==> src/rtl/sclb_pkg.sv <==
// ============================================================================
// sclb_pkg
// Shared types and constants for the serial command-line blink controller.
// ============================================================================
package sclb_pkg;

    localparam int LINE_BYTES = 32;
    localparam int IDX_W      = $clog2(LINE_BYTES);
    localparam int FILL_MAX   = LINE_BYTES - 2;
    localparam int PREFIX_LEN = 7;
    localparam int SHORT_LEN  = 6;

    localparam logic [31:0] PERIOD_RESET = 32'd1000;

    localparam logic [7:0] CH_BS    = 8'd8;
    localparam logic [7:0] CH_TAB   = 8'd9;
    localparam logic [7:0] CH_LF    = 8'd10;
    localparam logic [7:0] CH_CR    = 8'd13;
    localparam logic [7:0] CH_SPACE = 8'd32;
    localparam logic [7:0] CH_PLUS  = 8'd43;
    localparam logic [7:0] CH_MINUS = 8'd45;
    localparam logic [7:0] CH_ZERO  = 8'd48;
    localparam logic [7:0] CH_NINE  = 8'd57;
    localparam logic [7:0] CH_DEL   = 8'd127;

    localparam logic [55:0] TXT_PERIOD = "period ";
    localparam logic [55:0] TXT_ON     = {"led on", 8'h00};
    localparam logic [55:0] TXT_OFF    = "led off";
    localparam logic [55:0] TXT_STATUS = {"status", 8'h00};

    localparam logic [1:0] KIND_ECHO = 2'd0;
    localparam logic [1:0] KIND_CMD  = 2'd1;
    localparam logic [1:0] KIND_TICK = 2'd2;

    localparam logic [2:0] STAT_PERIOD  = 3'd0;
    localparam logic [2:0] STAT_LED_ON  = 3'd1;
    localparam logic [2:0] STAT_LED_OFF = 3'd2;
    localparam logic [2:0] STAT_STATUS  = 3'd3;
    localparam logic [2:0] STAT_UNKNOWN = 3'd4;

    typedef enum logic [1:0] {
        S_IDLE,
        S_WALK,
        S_FIN,
        S_EMIT
    } t_state;

    typedef enum logic [1:0] {
        PH_BLANK,
        PH_DIGIT,
        PH_DONE
    } t_phase;

    function automatic logic [7:0] txt_byte(input logic [55:0] txt, input logic [2:0] pos);
        logic [7:0] b;
        b = txt[8 * (PREFIX_LEN - 1 - int'(pos)) +: 8];
        return b;
    endfunction

endpackage

==> src/rtl/serial_command_line_blink_control.sv <==
// ============================================================================
// serial_command_line_blink_control
// Echoes received characters into a line store, runs line commands on newline
// and toggles the LED from millisecond ticks.
// ============================================================================
// Order: a tick or character goes from S_IDLE to S_EMIT, which loads its beats
// into the output register as it frees; a newline walks the line in S_WALK, one
// line-store read per cycle through the registered read port, then S_FIN, S_EMIT
// (an empty line skips S_WALK). Throughput: one item in flight; the next is
// taken the cycle after its last beat is loaded into the output register.
// Reset: synchronous, clears line fill, uptime, LED; period returns to 1000.
module serial_command_line_blink_control (
    input  logic        i_clk,
    input  logic        i_rst_n,
    input  logic        i_valid,
    output logic        o_ready,
    input  logic        i_opcode,
    input  logic [7:0]  i_char_byte,
    output logic        o_valid,
    input  logic        i_ready,
    output logic [1:0]  o_kind,
    output logic [7:0]  o_data_byte,
    output logic [2:0]  o_status,
    output logic [31:0] o_period_value,
    output logic [31:0] o_uptime_value,
    output logic        o_led_out,
    output logic        o_last_of_run
);

    localparam int IDX_W = sclb_pkg::IDX_W;

    sclb_pkg::t_state r_state, n_state;
    sclb_pkg::t_phase r_phase, n_phase;

    logic [IDX_W-1:0] r_fill, n_fill;
    logic [IDX_W-1:0] r_rd_addr, n_rd_addr;
    logic [IDX_W-1:0] r_byte_pos, n_byte_pos;
    logic             r_byte_vld, n_byte_vld;
    logic [7:0]       r_rd_data;
    logic             store_wr;

    logic [31:0] r_period, n_period;
    logic [31:0] r_since, n_since;
    logic [31:0] r_uptime, n_uptime;
    logic        r_led, n_led;

    logic        r_m_period, n_m_period;
    logic        r_m_on, n_m_on;
    logic        r_m_off, n_m_off;
    logic        r_m_status, n_m_status;
    logic        r_neg, n_neg;
    logic [31:0] r_value, n_value;

    logic [1:0] r_em_cnt, n_em_cnt;
    logic [1:0] r_em_kind, n_em_kind;
    logic [7:0] r_em_data, n_em_data;
    logic [2:0] r_em_status, n_em_status;

    logic        r_o_valid, n_o_valid;
    logic [1:0]  r_o_kind, n_o_kind;
    logic [7:0]  r_o_data, n_o_data;
    logic [2:0]  r_o_status, n_o_status;
    logic [31:0] r_o_period, n_o_period;
    logic [31:0] r_o_uptime, n_o_uptime;
    logic        r_o_led, n_o_led;
    logic        r_o_last, n_o_last;

    logic [31:0] since_inc;
    logic [7:0]  cur;
    logic [2:0]  pos3;
    logic        cur_digit;
    logic [31:0] value_step;

    logic [7:0] line_mem [sclb_pkg::LINE_BYTES];

    always_ff @(posedge i_clk) begin
        if (store_wr) begin
            line_mem[r_fill] <= i_char_byte;
        end
        r_rd_data <= line_mem[r_rd_addr];
    end

    always_comb begin
        n_state     = r_state;
        n_phase     = r_phase;
        n_fill      = r_fill;
        n_rd_addr   = r_rd_addr;
        n_byte_pos  = r_byte_pos;
        n_byte_vld  = r_byte_vld;
        n_period    = r_period;
        n_since     = r_since;
        n_uptime    = r_uptime;
        n_led       = r_led;
        n_m_period  = r_m_period;
        n_m_on      = r_m_on;
        n_m_off     = r_m_off;
        n_m_status  = r_m_status;
        n_neg       = r_neg;
        n_value     = r_value;
        n_em_cnt    = r_em_cnt;
        n_em_kind   = r_em_kind;
        n_em_data   = r_em_data;
        n_em_status = r_em_status;
        n_o_valid   = r_o_valid && !i_ready;
        n_o_kind    = r_o_kind;
        n_o_data    = r_o_data;
        n_o_status  = r_o_status;
        n_o_period  = r_o_period;
        n_o_uptime  = r_o_uptime;
        n_o_led     = r_o_led;
        n_o_last    = r_o_last;
        store_wr    = 1'b0;
        o_ready     = (r_state == sclb_pkg::S_IDLE);

        since_inc  = r_since + 32'd1;
        cur        = r_rd_data;
        pos3       = r_byte_pos[2:0];
        cur_digit  = (cur inside {[sclb_pkg::CH_ZERO:sclb_pkg::CH_NINE]});
        value_step = {r_value[28:0], 3'b000} + {r_value[30:0], 1'b0}
                   + {28'd0, 4'(cur - sclb_pkg::CH_ZERO)};

        case (r_state)
            sclb_pkg::S_IDLE: begin
                if (i_valid) begin
                    if (i_opcode) begin
                        n_uptime = r_uptime + 32'd1;
                        if (since_inc >= r_period) begin
                            n_since = '0;
                            n_led   = ~r_led;
                        end else begin
                            n_since = since_inc;
                        end
                        n_em_cnt    = 2'd1;
                        n_em_kind   = sclb_pkg::KIND_TICK;
                        n_em_data   = '0;
                        n_em_status = '0;
                        n_state     = sclb_pkg::S_EMIT;
                    end else if (i_char_byte == sclb_pkg::CH_LF) begin
                        n_m_period = 1'b1;
                        n_m_on     = 1'b1;
                        n_m_off    = 1'b1;
                        n_m_status = 1'b1;
                        n_neg      = 1'b0;
                        n_value    = '0;
                        n_phase    = sclb_pkg::PH_BLANK;
                        n_rd_addr  = '0;
                        n_byte_vld = 1'b0;
                        n_state    = (r_fill == '0) ? sclb_pkg::S_FIN : sclb_pkg::S_WALK;
                    end else if (i_char_byte == sclb_pkg::CH_BS ||
                                 i_char_byte == sclb_pkg::CH_DEL) begin
                        if (r_fill != '0) begin
                            n_fill      = r_fill - IDX_W'(1);
                            n_em_cnt    = 2'd3;
                            n_em_kind   = sclb_pkg::KIND_ECHO;
                            n_em_data   = sclb_pkg::CH_BS;
                            n_em_status = '0;
                            n_state     = sclb_pkg::S_EMIT;
                        end
                    end else if (i_char_byte != sclb_pkg::CH_CR) begin
                        if (r_fill < IDX_W'(sclb_pkg::FILL_MAX)) begin
                            store_wr = 1'b1;
                            n_fill   = r_fill + IDX_W'(1);
                        end
                        n_em_cnt    = 2'd1;
                        n_em_kind   = sclb_pkg::KIND_ECHO;
                        n_em_data   = i_char_byte;
                        n_em_status = '0;
                        n_state     = sclb_pkg::S_EMIT;
                    end
                end
            end
            sclb_pkg::S_WALK: begin
                n_byte_vld = 1'b0;
                if (r_rd_addr != r_fill) begin
                    n_byte_vld = 1'b1;
                    n_byte_pos = r_rd_addr;
                    n_rd_addr  = r_rd_addr + IDX_W'(1);
                end else if (r_byte_vld) begin
                    n_state = sclb_pkg::S_FIN;
                end
                if (r_byte_vld) begin
                    if (r_byte_pos < IDX_W'(sclb_pkg::PREFIX_LEN)) begin
                        n_m_period = r_m_period
                                   && (cur == sclb_pkg::txt_byte(sclb_pkg::TXT_PERIOD, pos3));
                        n_m_off    = r_m_off
                                   && (cur == sclb_pkg::txt_byte(sclb_pkg::TXT_OFF, pos3));
                        if (r_byte_pos < IDX_W'(sclb_pkg::SHORT_LEN)) begin
                            n_m_on     = r_m_on
                                       && (cur == sclb_pkg::txt_byte(sclb_pkg::TXT_ON, pos3));
                            n_m_status = r_m_status
                                       && (cur == sclb_pkg::txt_byte(sclb_pkg::TXT_STATUS, pos3));
                        end
                    end else begin
                        case (r_phase)
                            sclb_pkg::PH_BLANK: begin
                                if (cur inside {sclb_pkg::CH_SPACE,
                                                [sclb_pkg::CH_TAB:sclb_pkg::CH_CR]}) begin
                                    n_phase = sclb_pkg::PH_BLANK;
                                end else if (cur == sclb_pkg::CH_PLUS ||
                                             cur == sclb_pkg::CH_MINUS) begin
                                    n_neg   = (cur == sclb_pkg::CH_MINUS);
                                    n_phase = sclb_pkg::PH_DIGIT;
                                end else if (cur_digit) begin
                                    n_value = value_step;
                                    n_phase = sclb_pkg::PH_DIGIT;
                                end else begin
                                    n_phase = sclb_pkg::PH_DONE;
                                end
                            end
                            sclb_pkg::PH_DIGIT: begin
                                if (cur_digit) begin
                                    n_value = value_step;
                                end else begin
                                    n_phase = sclb_pkg::PH_DONE;
                                end
                            end
                            default: begin
                                n_phase = sclb_pkg::PH_DONE;
                            end
                        endcase
                    end
                end
            end
            sclb_pkg::S_FIN: begin
                n_em_cnt  = 2'd1;
                n_em_kind = sclb_pkg::KIND_CMD;
                n_em_data = '0;
                if (r_m_period && r_fill >= IDX_W'(sclb_pkg::PREFIX_LEN)) begin
                    n_period    = r_neg ? (32'd0 - r_value) : r_value;
                    n_em_status = sclb_pkg::STAT_PERIOD;
                end else if (r_m_on && r_fill == IDX_W'(sclb_pkg::SHORT_LEN)) begin
                    n_led       = 1'b1;
                    n_em_status = sclb_pkg::STAT_LED_ON;
                end else if (r_m_off && r_fill == IDX_W'(sclb_pkg::PREFIX_LEN)) begin
                    n_led       = 1'b0;
                    n_em_status = sclb_pkg::STAT_LED_OFF;
                end else if (r_m_status && r_fill == IDX_W'(sclb_pkg::SHORT_LEN)) begin
                    n_em_status = sclb_pkg::STAT_STATUS;
                end else begin
                    n_em_status = sclb_pkg::STAT_UNKNOWN;
                end
                n_fill  = '0;
                n_state = sclb_pkg::S_EMIT;
            end
            sclb_pkg::S_EMIT: begin
                if (!r_o_valid || i_ready) begin
                    n_o_valid  = 1'b1;
                    n_o_kind   = r_em_kind;
                    n_o_data   = (r_em_cnt == 2'd2) ? sclb_pkg::CH_SPACE : r_em_data;
                    n_o_status = r_em_status;
                    n_o_period = r_period;
                    n_o_uptime = r_uptime;
                    n_o_led    = r_led;
                    n_o_last   = (r_em_cnt == 2'd1);
                    n_em_cnt   = r_em_cnt - 2'd1;
                    if (r_em_cnt == 2'd1) begin
                        n_state = sclb_pkg::S_IDLE;
                    end
                end
            end
            default: begin
                n_state = sclb_pkg::S_IDLE;
            end
        endcase
    end

    always_ff @(posedge i_clk) begin
        if (!i_rst_n) begin
            r_state   <= sclb_pkg::S_IDLE;
            r_fill    <= '0;
            r_period  <= sclb_pkg::PERIOD_RESET;
            r_since   <= '0;
            r_uptime  <= '0;
            r_led     <= 1'b0;
            r_o_valid <= 1'b0;
            r_em_cnt  <= '0;
            r_byte_vld <= 1'b0;
        end else begin
            r_state   <= n_state;
            r_fill    <= n_fill;
            r_period  <= n_period;
            r_since   <= n_since;
            r_uptime  <= n_uptime;
            r_led     <= n_led;
            r_o_valid <= n_o_valid;
            r_em_cnt  <= n_em_cnt;
            r_byte_vld <= n_byte_vld;
        end
    end

    always_ff @(posedge i_clk) begin
        r_phase     <= n_phase;
        r_rd_addr   <= n_rd_addr;
        r_byte_pos  <= n_byte_pos;
        r_m_period  <= n_m_period;
        r_m_on      <= n_m_on;
        r_m_off     <= n_m_off;
        r_m_status  <= n_m_status;
        r_neg       <= n_neg;
        r_value     <= n_value;
        r_em_kind   <= n_em_kind;
        r_em_data   <= n_em_data;
        r_em_status <= n_em_status;
        r_o_kind    <= n_o_kind;
        r_o_data    <= n_o_data;
        r_o_status  <= n_o_status;
        r_o_period  <= n_o_period;
        r_o_uptime  <= n_o_uptime;
        r_o_led     <= n_o_led;
        r_o_last    <= n_o_last;
    end

    assign o_valid        = r_o_valid;
    assign o_kind         = r_o_kind;
    assign o_data_byte    = r_o_data;
    assign o_status       = r_o_status;
    assign o_period_value = r_o_period;
    assign o_uptime_value = r_o_uptime;
    assign o_led_out      = r_o_led;
    assign o_last_of_run  = r_o_last;

    a_fill_bound: assert property (@(posedge i_clk) disable iff (!i_rst_n)
        r_fill <= IDX_W'(sclb_pkg::FILL_MAX))
        else $error("line fill beyond limit");

    a_walk_in_line: assert property (@(posedge i_clk) disable iff (!i_rst_n)
        (r_state == sclb_pkg::S_WALK && r_byte_vld) |-> (r_byte_pos < r_fill))
        else $error("line walk read past fill");

    a_emit_pending: assert property (@(posedge i_clk) disable iff (!i_rst_n)
        (r_state == sclb_pkg::S_EMIT) |-> (r_em_cnt != 2'd0))
        else $error("emit state with no beat pending");

    a_tick_emits: assert property (@(posedge i_clk) disable iff (!i_rst_n)
        (i_valid && o_ready && i_opcode)
            |=> (r_state == sclb_pkg::S_EMIT && r_em_cnt == 2'd1
                 && r_uptime == $past(r_uptime) + 32'd1))
        else $error("tick did not advance uptime");

    a_uptime_hold: assert property (@(posedge i_clk) disable iff (!i_rst_n)
        !(i_valid && o_ready && i_opcode) |=> $stable(r_uptime))
        else $error("uptime moved without a tick");

endmodule
==> config.mk <==
export PLATFORM = sky130hd
export DESIGN_NAME = serial_command_line_blink_control
export DESIGN_NICKNAME = d
export VERILOG_FILES = /design/src/rtl/sclb_pkg.sv /design/src/rtl/serial_command_line_blink_control.sv
export SDC_FILE = /design/constraint.sdc
export NUM_CORES = 1
export LEC_CHECK = 0
export ABC_AREA = 0
export BUFFER_PORTS_ARGS = -buffer_cell sky130_fd_sc_hd__buf_2
export CORE_ASPECT_RATIO = 1.75
export CORE_UTILIZATION = 50
export CTS_BUF_LIST = sky130_fd_sc_hd__clkbuf_8
export CTS_CLUSTER_SIZE = 16
export DETAILED_ROUTE_END_ITERATION = 6
export PLACE_DENSITY = 0.67
export SLEW_MARGIN = 20
export SYNTH_ARGS = -nofsm -noshare
export SYNTH_HDL_FRONTEND = slang
export SYNTH_SLANG_ARGS = --single-unit
==> constraint.sdc <==
create_clock -name i_clk -period 5.5 [get_ports i_clk]
set_input_delay 0.275 -clock i_clk [delete_from_list [all_inputs] [get_ports i_clk]]
set_output_delay 0.275 -clock i_clk [all_outputs]
set_load 0.02 [all_outputs]
# Yosys cells after proc, flatten, opt, wreduce, memory -nomap -nowiden
# Memory sizes are Yosys's and may differ from the RTL's. A register that Yosys moved wholly into a read port is not among the register bits.
# Cells that the tools add are included.
[op_classes]
order_cmp = 9
bitwise = 1
n_shift = 4
n_reduce_logical = 40
mux = 126
addsub = 11
n_eq_ne = 51
[op_table]
columns = ["operator", "count"]
rows = [
  ["two-way mux 32 bit", 10],
  ["variable part select 56 x 7 -> 8 bit, first input constant", 4],
  ["one-hot mux 32 bit (2 select lines)", 2],
  ["adder 32 x 1 -> 32 bit, second input constant", 2],
  ["two-way mux 2 bit", 32],
  ["two-way mux 5 bit", 11],
  ["two-way mux 8 bit", 6],
  ["two-way mux 1 bit", 39],
  ["adder 32 bit", 1],
  ["adder 32 x 4 -> 32 bit", 1],
  ["== test 8 bit", 4],
  ["greater-or-equal comparator 32 bit", 1],
  ["subtractor 1 x 32 -> 32 bit, first input constant", 1],
  ["two-way mux 3 bit", 10],
  ["!= test 2 bit, second input constant", 14],
  ["AND reduction 7 bit", 4],
  ["== test 8 x 6 -> 1 bit, second input constant", 3],
  ["one-hot mux 5 bit (2 select lines)", 2],
  ["AND reduction 6 bit", 3],
  ["AND reduction 9 bit", 2],
  ["== test 8 x 4 -> 1 bit, second input constant", 2],
  ["one-hot mux 8 bit (2 select lines)", 1],
  ["!= test 3 bit, second input constant", 5],
  ["one-hot mux 1 bit (2 select lines)", 7],
  ["other kinds (42)", 75],
]
[word_totals]
mem_count = 1
in_bits = 13
mem_bits_rw = 256
elab_cells = 271
out_inout_bits = 81
ff_bits = 249
[memory_table]
columns = ["memory", "words", "width", "rd", "rd_clocked_by_memory_dff", "write_ports", "line_no", "text"]
rows = [
  ["line_mem", 32, 8, 1, 1, 1, "serial_command_line_blink_control.sv:74", "logic [7:0] line_mem [sclb_pkg::LINE_BYTES];"],
]

# Logic depth before layout (Yosys ltp)
# Gate-level depths: netlist of the first run.
[logic_depth]
word_depth = 10
depth_mapped = 19

# Worst setup path before layout of the first run
# No wires, ideal clock.
[synth_path]
path_type = "reg2reg"
startpoint = "register r_since[2]"
endpoint = "register r_since[12]"
path_stages_with_launch = 18
path_buffers = 2
t_arrival_ps = 3805
t_required_ps = 5414
setup_slack_ps = 1610
cell_sequence = "dfxtp_1 > nand4_2 > or4_4 > nor3_4 > and3_1 > and3_1 > nand3_1 > xnor2_1 > ha_1 > a21o_1 > a21o_1 > a21oi_1 > o21ai_0 > a211oi_1 > nor2_1 > clkbuf_1 > clkbuf_1 > a211oi_1"
[synth_via]
elab_chain_len = 3
[synth_lines]
columns = ["element", "line_no", "text"]
rows = [
  ["start: declaration", "serial_command_line_blink_control.sv:43", "logic [31:0] r_since, n_since;"],
  ["start signal: assignment", "serial_command_line_blink_control.sv:282", "r_since <= n_since;"],
  ["adder 32 x 1 -> 32 bit *", "serial_command_line_blink_control.sv:115", "since_inc = r_since + 32'd1;"],
  ["greater-or-equal comparator 32 bit", "serial_command_line_blink_control.sv:127", "if (since_inc >= r_period) begin"],
  ["two-way mux 32 bit *", "serial_command_line_blink_control.sv:127", ""],
]
# Every way passes the cells marked *; elsewhere a longest branch is shown, timed or not.
# A chain may end at the register's enable or synchronous reset.

# Worst setup path in the final report of the first run
[layout_path]
startpoint = "register r_since[2]"
endpoint = "register r_led"
[layout_via]
elab_chain_len = 4
[layout_lines]
columns = ["element", "line_no", "text"]
rows = [
  ["adder 32 x 1 -> 32 bit", "serial_command_line_blink_control.sv:115", ""],
  ["greater-or-equal comparator 32 bit", "serial_command_line_blink_control.sv:127", ""],
  ["!= test 2 x 1 -> 1 bit (no line)", "--", ""],
  ["AND reduction 6 bit (no line)", "--", ""],
  ["end signal: assignment", "serial_command_line_blink_control.sv:284", "r_led <= n_led;"],
  ["end: declaration", "serial_command_line_blink_control.sv:45", "logic r_led, n_led;"],
]
# No other way between the ends.

==> results of run 1 <==
-- routing by layer --
metal | vias to the layer above | part of all wire (%) | GRT usage, %
li1 | 7268 | - | -
met1 | 7455 | 36 | 22.8
met2 | 342 | 57 | 43.6
met3 | 106 | 3.5 | 2.84
met4 | 0 | 3.7 | 10.2
met5 | - | 0 | 0
-- cells in the mapped netlist, types with 43 or more instances --
cell / count / area (sq um)
edfxtp_1: 397 / 11900
nor2_1: 162 / 608
nand2_1: 152 / 571
dfxtp_1: 116 / 2320
ha_1: 104 / 1300
a21oi_1: 82 / 410
mux4_2: 80 / 1800
xor2_1: 78 / 683
o21ai_0: 70 / 350
clkbuf_1: 69 / 259
xnor2_1: 66 / 578
nand3_1: 59 / 295
inv_1: 53 / 199
a211oi_1: 43 / 323
-- where the power goes --
| group | internal [mW] | leakage [nW] | switching (mW) | total [mW] |
|---|---|---|---|---|
| clock | 1.48 | 0.815 | 1.43 | 2.91 |
| combinational | 0.958 | 4.25 | 1.38 | 2.34 |
| sequential | 4.50 | 4.56 | 0.254 | 4.76 |
| total | 6.94 | 9.62 | 3.07 | 10.0 |
-- worst max-delay path, cell delays in order, from the launching register on --
cell,delay [ps]
dfxtp_1,430
nand4_2,170
or4_4,590
nor4_1,570
and2_1,230
xor2_1,200
ha_1,280
a21o_1,190
a21o_1,170
a21oi_1,170
o21ai_0,180
a211oi_1,660
nor2_4,290
o211ai_1,280
mux2i_1,190
-- final timing paths --
check / end / slack, ps / cells after the start
setup / recovery: r_led / 830 / 14
hold / removal: r_em_data[3] / 50 / 2
setup reg to reg: r_led / 830 / 14
hold reg to reg: o_period_value[18] / 420 / 0
-- kinds of logic (layout without fill, tap and decap cells) --
family / count (synthesis) / in the layout / synth area share, %
other cells: 1 / 17 / 0.0155
buf+inv: 141 / 294 / 2.23
mux: 95 / 95 / 8.13
xor+xnor: 144 / 144 / 5.23
simple gates: 555 / 555 / 11.2
flops: 513 / 513 / 59.0
fa+ha+maj: 107 / 107 / 5.64
compound gates: 315 / 315 / 8.57
-- final cells by class --
class | instances | area (sq um)
Antenna cell | 1 | 2.50
Multi-Input combinational cell | 1232 | 9430
Tap cell | 594 | 743
Clock inverter | 48 | 287
Clock buffer | 82 | 1130
Sequential cell | 513 | 14200
Timing Repair Buffer | 109 | 601
Inverter | 55 | 206
Fill cell | 3965 | 21100
-- per-stage QoR --
step | setup slack, ps | power, mW | hold WS (ps) | utilization (%)
after floorplan | 1610 | 6.55 | 374 | -
after global placement | 915 | 7.12 | 402 | 52.8
after detailed placement | 797 | 7.19 | 405 | 52.8
after CTS | 766 | 10.1 | 17.9 | 55.8
after global routing | 434 | 10.5 | 61.1 | 55.8
final | 834 | 10.0 | 52.1 | 55.8
-- timing repair --
action | in CTS | in global routing
endpoints found under the hold margin | 1 | 0
gates resized for setup | 0 | 0
setup buffers | 0 | 0
hold buffers | 1 | 0
-- sequential cells by signal (all words and copies together) (netlist names), 5 cells and up --
| name | flops |
|---|---|
| r_em_data | 8 |
| r_uptime | 32 |
| line_mem | 256 |
| o_period_value | 32 |
| r_byte_pos | 5 |
| r_rd_addr | 5 |
| cur | 8 |
| r_period | 32 |
| r_fill | 5 |
| r_value | 32 |
| o_data_byte | 8 |
| r_since | 32 |
| o_uptime_value | 32 |
==> flow_summary.ini, run 1 <==
[run_status]
outcome = completed

[final_layout]
layout-drive-gt1-share_pct = 15.8
final_cell_mix = edfxtp_1, nor2_1, nand2_1
fin_cells = 2634
final_nets = 2104
stdcell_area_sq_um = 26600
syn2layout_area_growth_pct = 10.4
layout_commonest_cell = edfxtp_1

[hold_path]
hp-class = input pin to flop
holdCritStartpoint = i_opcode

[sta]
max_slew.worst_pin.slew_ps = 1050
setup_viol = 0
timing.fmax_mhz = 214
rsz0062_at_grt = false
final-hold-violation-count = 0
setup-tns-final_ps = 0
min_period_over_period_pct = 84.8
slew_headroom_pct = 30.0
drv_slew = 0
finClkSkew_ps = 46.7
fin_crit_ps = 4670

[synthesis]
yosys_register_bits = 513
synth_edf_count = 397
synth_ff_type = edfxtp_1
ys_warn_count = 0
syn_area_sq_um = 24100
synth_cell_types = 77
synthCells = 1871
seq_area_frac_synth_pct = 59.0
async_flop_share_pct = 0
syn_avg_cell_area_sq_um = 12.9

[global_route]
antenna_found_initial = 1
grt_pass1_wl_microns = 83900
grt_usage_pct = 22.1
grt_max_degree = 80
overflow = 0
grt_pass1_vias = 15650

[detailed_routing]
postRouteWirelength_microns = 52700
drtIter0Drc = 938
dr.pass1.iters = 5
wl_per_cell_microns = 20.0
drc_errors = 0
via_count = 15171
drtAntennaViolNets = 0
vias_per_cell = 5.76

[setup_path]
crit_start = r_since[2]
end_kind = flop
critPathLaunchType = flop
r2r-start = r_since[2]
cp_max_fo = 29
required_ps = 6070
path_class = flop to flop
arrival_ps = 5230

[clock_network]
cts_buffers = 73
clock-root-buffer = clkbuf_8
cts_tree = built
cts_buffer_depth = 3
clk_pin_slew_ps = 70
clock_latency_ps = 660
htreeDepth = 3
cts.sinks = 513

[floorplanning]
start_util_pct = 50.5
fp.dieW_microns = 168
rows = 106
die-area_sq_um = 49200
die_h_microns = 293
fp.coreArea_sq_um = 47700
num_io_pins = 94

[place]
port_buffers = 93
globalplace.congestion = 0.904
place_area_sq_um = 25200
post-dp-hpwl_microns = 37200
place_inst = 2502

[pwr]
powerDensity_nw_per_um2 = 376
ir_worst_vdd_v = 0.000236
leakage_nw = 9.62

[run]
cap_violations = 0
No activity file was read; power rests on OpenSTA's default activity.
==> inputs of run 2 (changes only) <==
ABC_AREA = 1   (was 0)
PLACE_DENSITY = 0.69   (was 0.67)
clock period = 4.2 ns   (was 5.5 ns; I/O delays follow)
==> run 2 against run 1 <==
Register-to-register slack got worse by 150 ps. First-iteration DRC count rose by 36%. Utilization rose by 0.29 points. Count of clock-buffer cells in the layout did not move. Setup slack got worse by 150 ps. Critical path depth rose by 5. Clock power rose by 54%. Hold slack improved by 44 ps. Die area rose by 7.8%. Routed wire length rose by 35%. Final area rose by 8.4%. Critical path type unchanged. Largest power group unchanged.
==> flow_summary.ini, run 2 <==
[sta]
max_slew.worst_pin.slew_ps = 900
fin_crit_ps = 3520
timing.fmax_mhz = 284
drv_slew = 0
final-hold-violation-count = 0
min_period_over_period_pct = 83.8
setup-tns-final_ps = 0
rsz0062_at_grt = false
slew_headroom_pct = 39.8
setup_viol = 0
finClkSkew_ps = 32.7

[clock_network]
cts_tree = built
cts_buffers = 77
clock-root-buffer = clkbuf_8
clk_pin_slew_ps = 70
cts_buffer_depth = 3
clock_latency_ps = 690
htreeDepth = 3
postCtsSetupBuffers = 0
cts.sinks = 513

[place]
post-dp-hpwl_microns = 51900
place_inst = 3521
globalplace.congestion = 0.974
port_buffers = 93

[floorplanning]
die-area_sq_um = 53000
num_io_pins = 94
rows = 110
die_h_microns = 304
fp.coreArea_sq_um = 51500
fp.dieW_microns = 174
start_util_pct = 50.6

[run]
cap_violations = 0

[detailed_routing]
postRouteWirelength_microns = 71300
drtIter0Drc = 1279
wl_per_cell_microns = 19.4
drtAntennaViolNets = 0
via_count = 20679
vias_per_cell = 5.64
drc_errors = 0
dr.pass1.iters = 5

[final_layout]
top_register = line_mem
utilization_pct = 56.1
final_nets = 3051
regArea_sq_um = 14200
largest_register_ffs = 256
layout_commonest_cell = nand2_1
final_cell_mix = nand2_1, edfxtp_1, nor2_1
layout-drive-gt1-share_pct = 9.98
fillers = 4657
multi_input_area_sq_um = 10200
fin_cells = 3669
syn2layout_area_growth_pct = 10.9

[synthesis]
synthCells = 2818
yosys_register_bits = 513
yosys.area.top_type = edfxtp_1
syn_area_sq_um = 26000
synth_most_common_cell = nand2_1
async_flop_share_pct = 0
syn_avg_cell_area_sq_um = 9.24
synthTopCellsByArea = edfxtp_1, dfxtp_1, nand2_1
synth_cell_types = 52
synth_ff_type = edfxtp_1
synth_edf_count = 397
yosysTopAreaCellShare_pct = 45.8
ys_warn_count = 0
seq_area_frac_synth_pct = 54.7
synth_common_cells = nand2_1, edfxtp_1, nor2_1

[pwr]
leakage_nw = 11.4
powerDensity_nw_per_um2 = 492
power.total_mw = 14.2
ir_worst_vdd_v = 0.000415

[setup_path]
critPathLaunchType = flop
required_ps = 4790
cp_max_fo = 13
end_kind = flop
path_class = flop to flop
arrival_ps = 4110

[global_route]
overflow = 0
grt_usage_pct = 26.9
grt_max_degree = 90
antenna_found_initial = 2
grt_pass1_vias = 20742
grt_pass1_wl_microns = 109000

[run_status]
outcome = completed

[hold_path]
hp-class = input pin to flop
-- run 2: cell types whose count changed after synthesis, moves of 25 or more --
cell and change:
inv_1 +243, mux4_2 -80, buf_2 +26, o21ai_0 +162, xnor2_1 -50, nand4_1 +40, nand2_1 +302, o22ai_1 +39
nor2_1 +230, o221ai_1 +25, a211oi_1 -42, a21oi_1 +98, nand3_1 +62
-- run 2: path summary, 6_finish.rpt --
kind / start / end / slack [ps] / depth (start not counted)
max: r_since[0] / r_since[23] / 680 / 19
min: i_rst_n / r_since[3] / 100 / 3
max reg2reg: r_since[0] / r_since[23] / 680 / 19
min reg2reg: r_em_kind[0] / o_kind[0] / 430 / 0
-- run 2: cells by family after synthesis --
kind of cell               count (synthesis)  synth area share [%]
and+or+nand+nor                         1144                  19.2
AOI/OAI and AO/OA                        552                  11.6
DFF                                      513                  54.7
buffers and inverters                    417                  6.33
adders and majority gates                107                  5.23
xor gates and xnor gates                  84                  2.83
other                                      1                0.0144
-- run 2: repair_timing --
action,4_1_cts,5_1_grt
hold endpoints to repair,4,0
gates resized for setup,0,0
hold buffers,3,0
-- run 2: through the flow --
stage	worst slack (ps)	area, sq um	hold WS, ps
final	680	28900	95.8
after global placement	721	27100	404
after detailed placement	699	27100	412
after floorplan	136	26100	309
after global routing	323	28900	110
after CTS	686	28900	66.5
-- run 2: layout make-up --
type | instances | share of cell area [%]
sequential | 513 | 49.3
multi-input combinational | 1903 | 35.4
inverter | 314 | 4.09
clock buffer | 82 | 3.91
tap | 672 | 2.91
timing repair buffer | 122 | 2.44
clock inverter | 62 | 1.93
antenna | 1 | 0.00867
-- run 2: critical path, cell delays in order, from the launching register on --
cell and delay, ps:
dfxtp_1 440, ha_1 250, nand2_2 80, nor2_4 180, nand2_2 130, inv_2 90
nand2_1 70, nor2_2 140, nand4_1 120, nand2_1 140, inv_1 50, ha_1 290
nand2_1 60, o21ai_0 80, nand2_1 60, a21oi_1 70, nor2_2 500, and2_1 440
nand2_1 80, a21oi_1 160
-- run 2: where the power goes --
group,internal [mW],switching (mW)
sequential,6.00,0.328
combinational,0.988,2.39
clock,2.46,2.03
-- run 2: metal layers --
metal	GRT usage (%)	up-vias	part of all wire, %
met4	19.2	2	6.9
li1	-	9917	-
met2	51.5	734	55
met5	0	-	0.015
met1	25.8	9790	34
met3	3.46	236	4.6
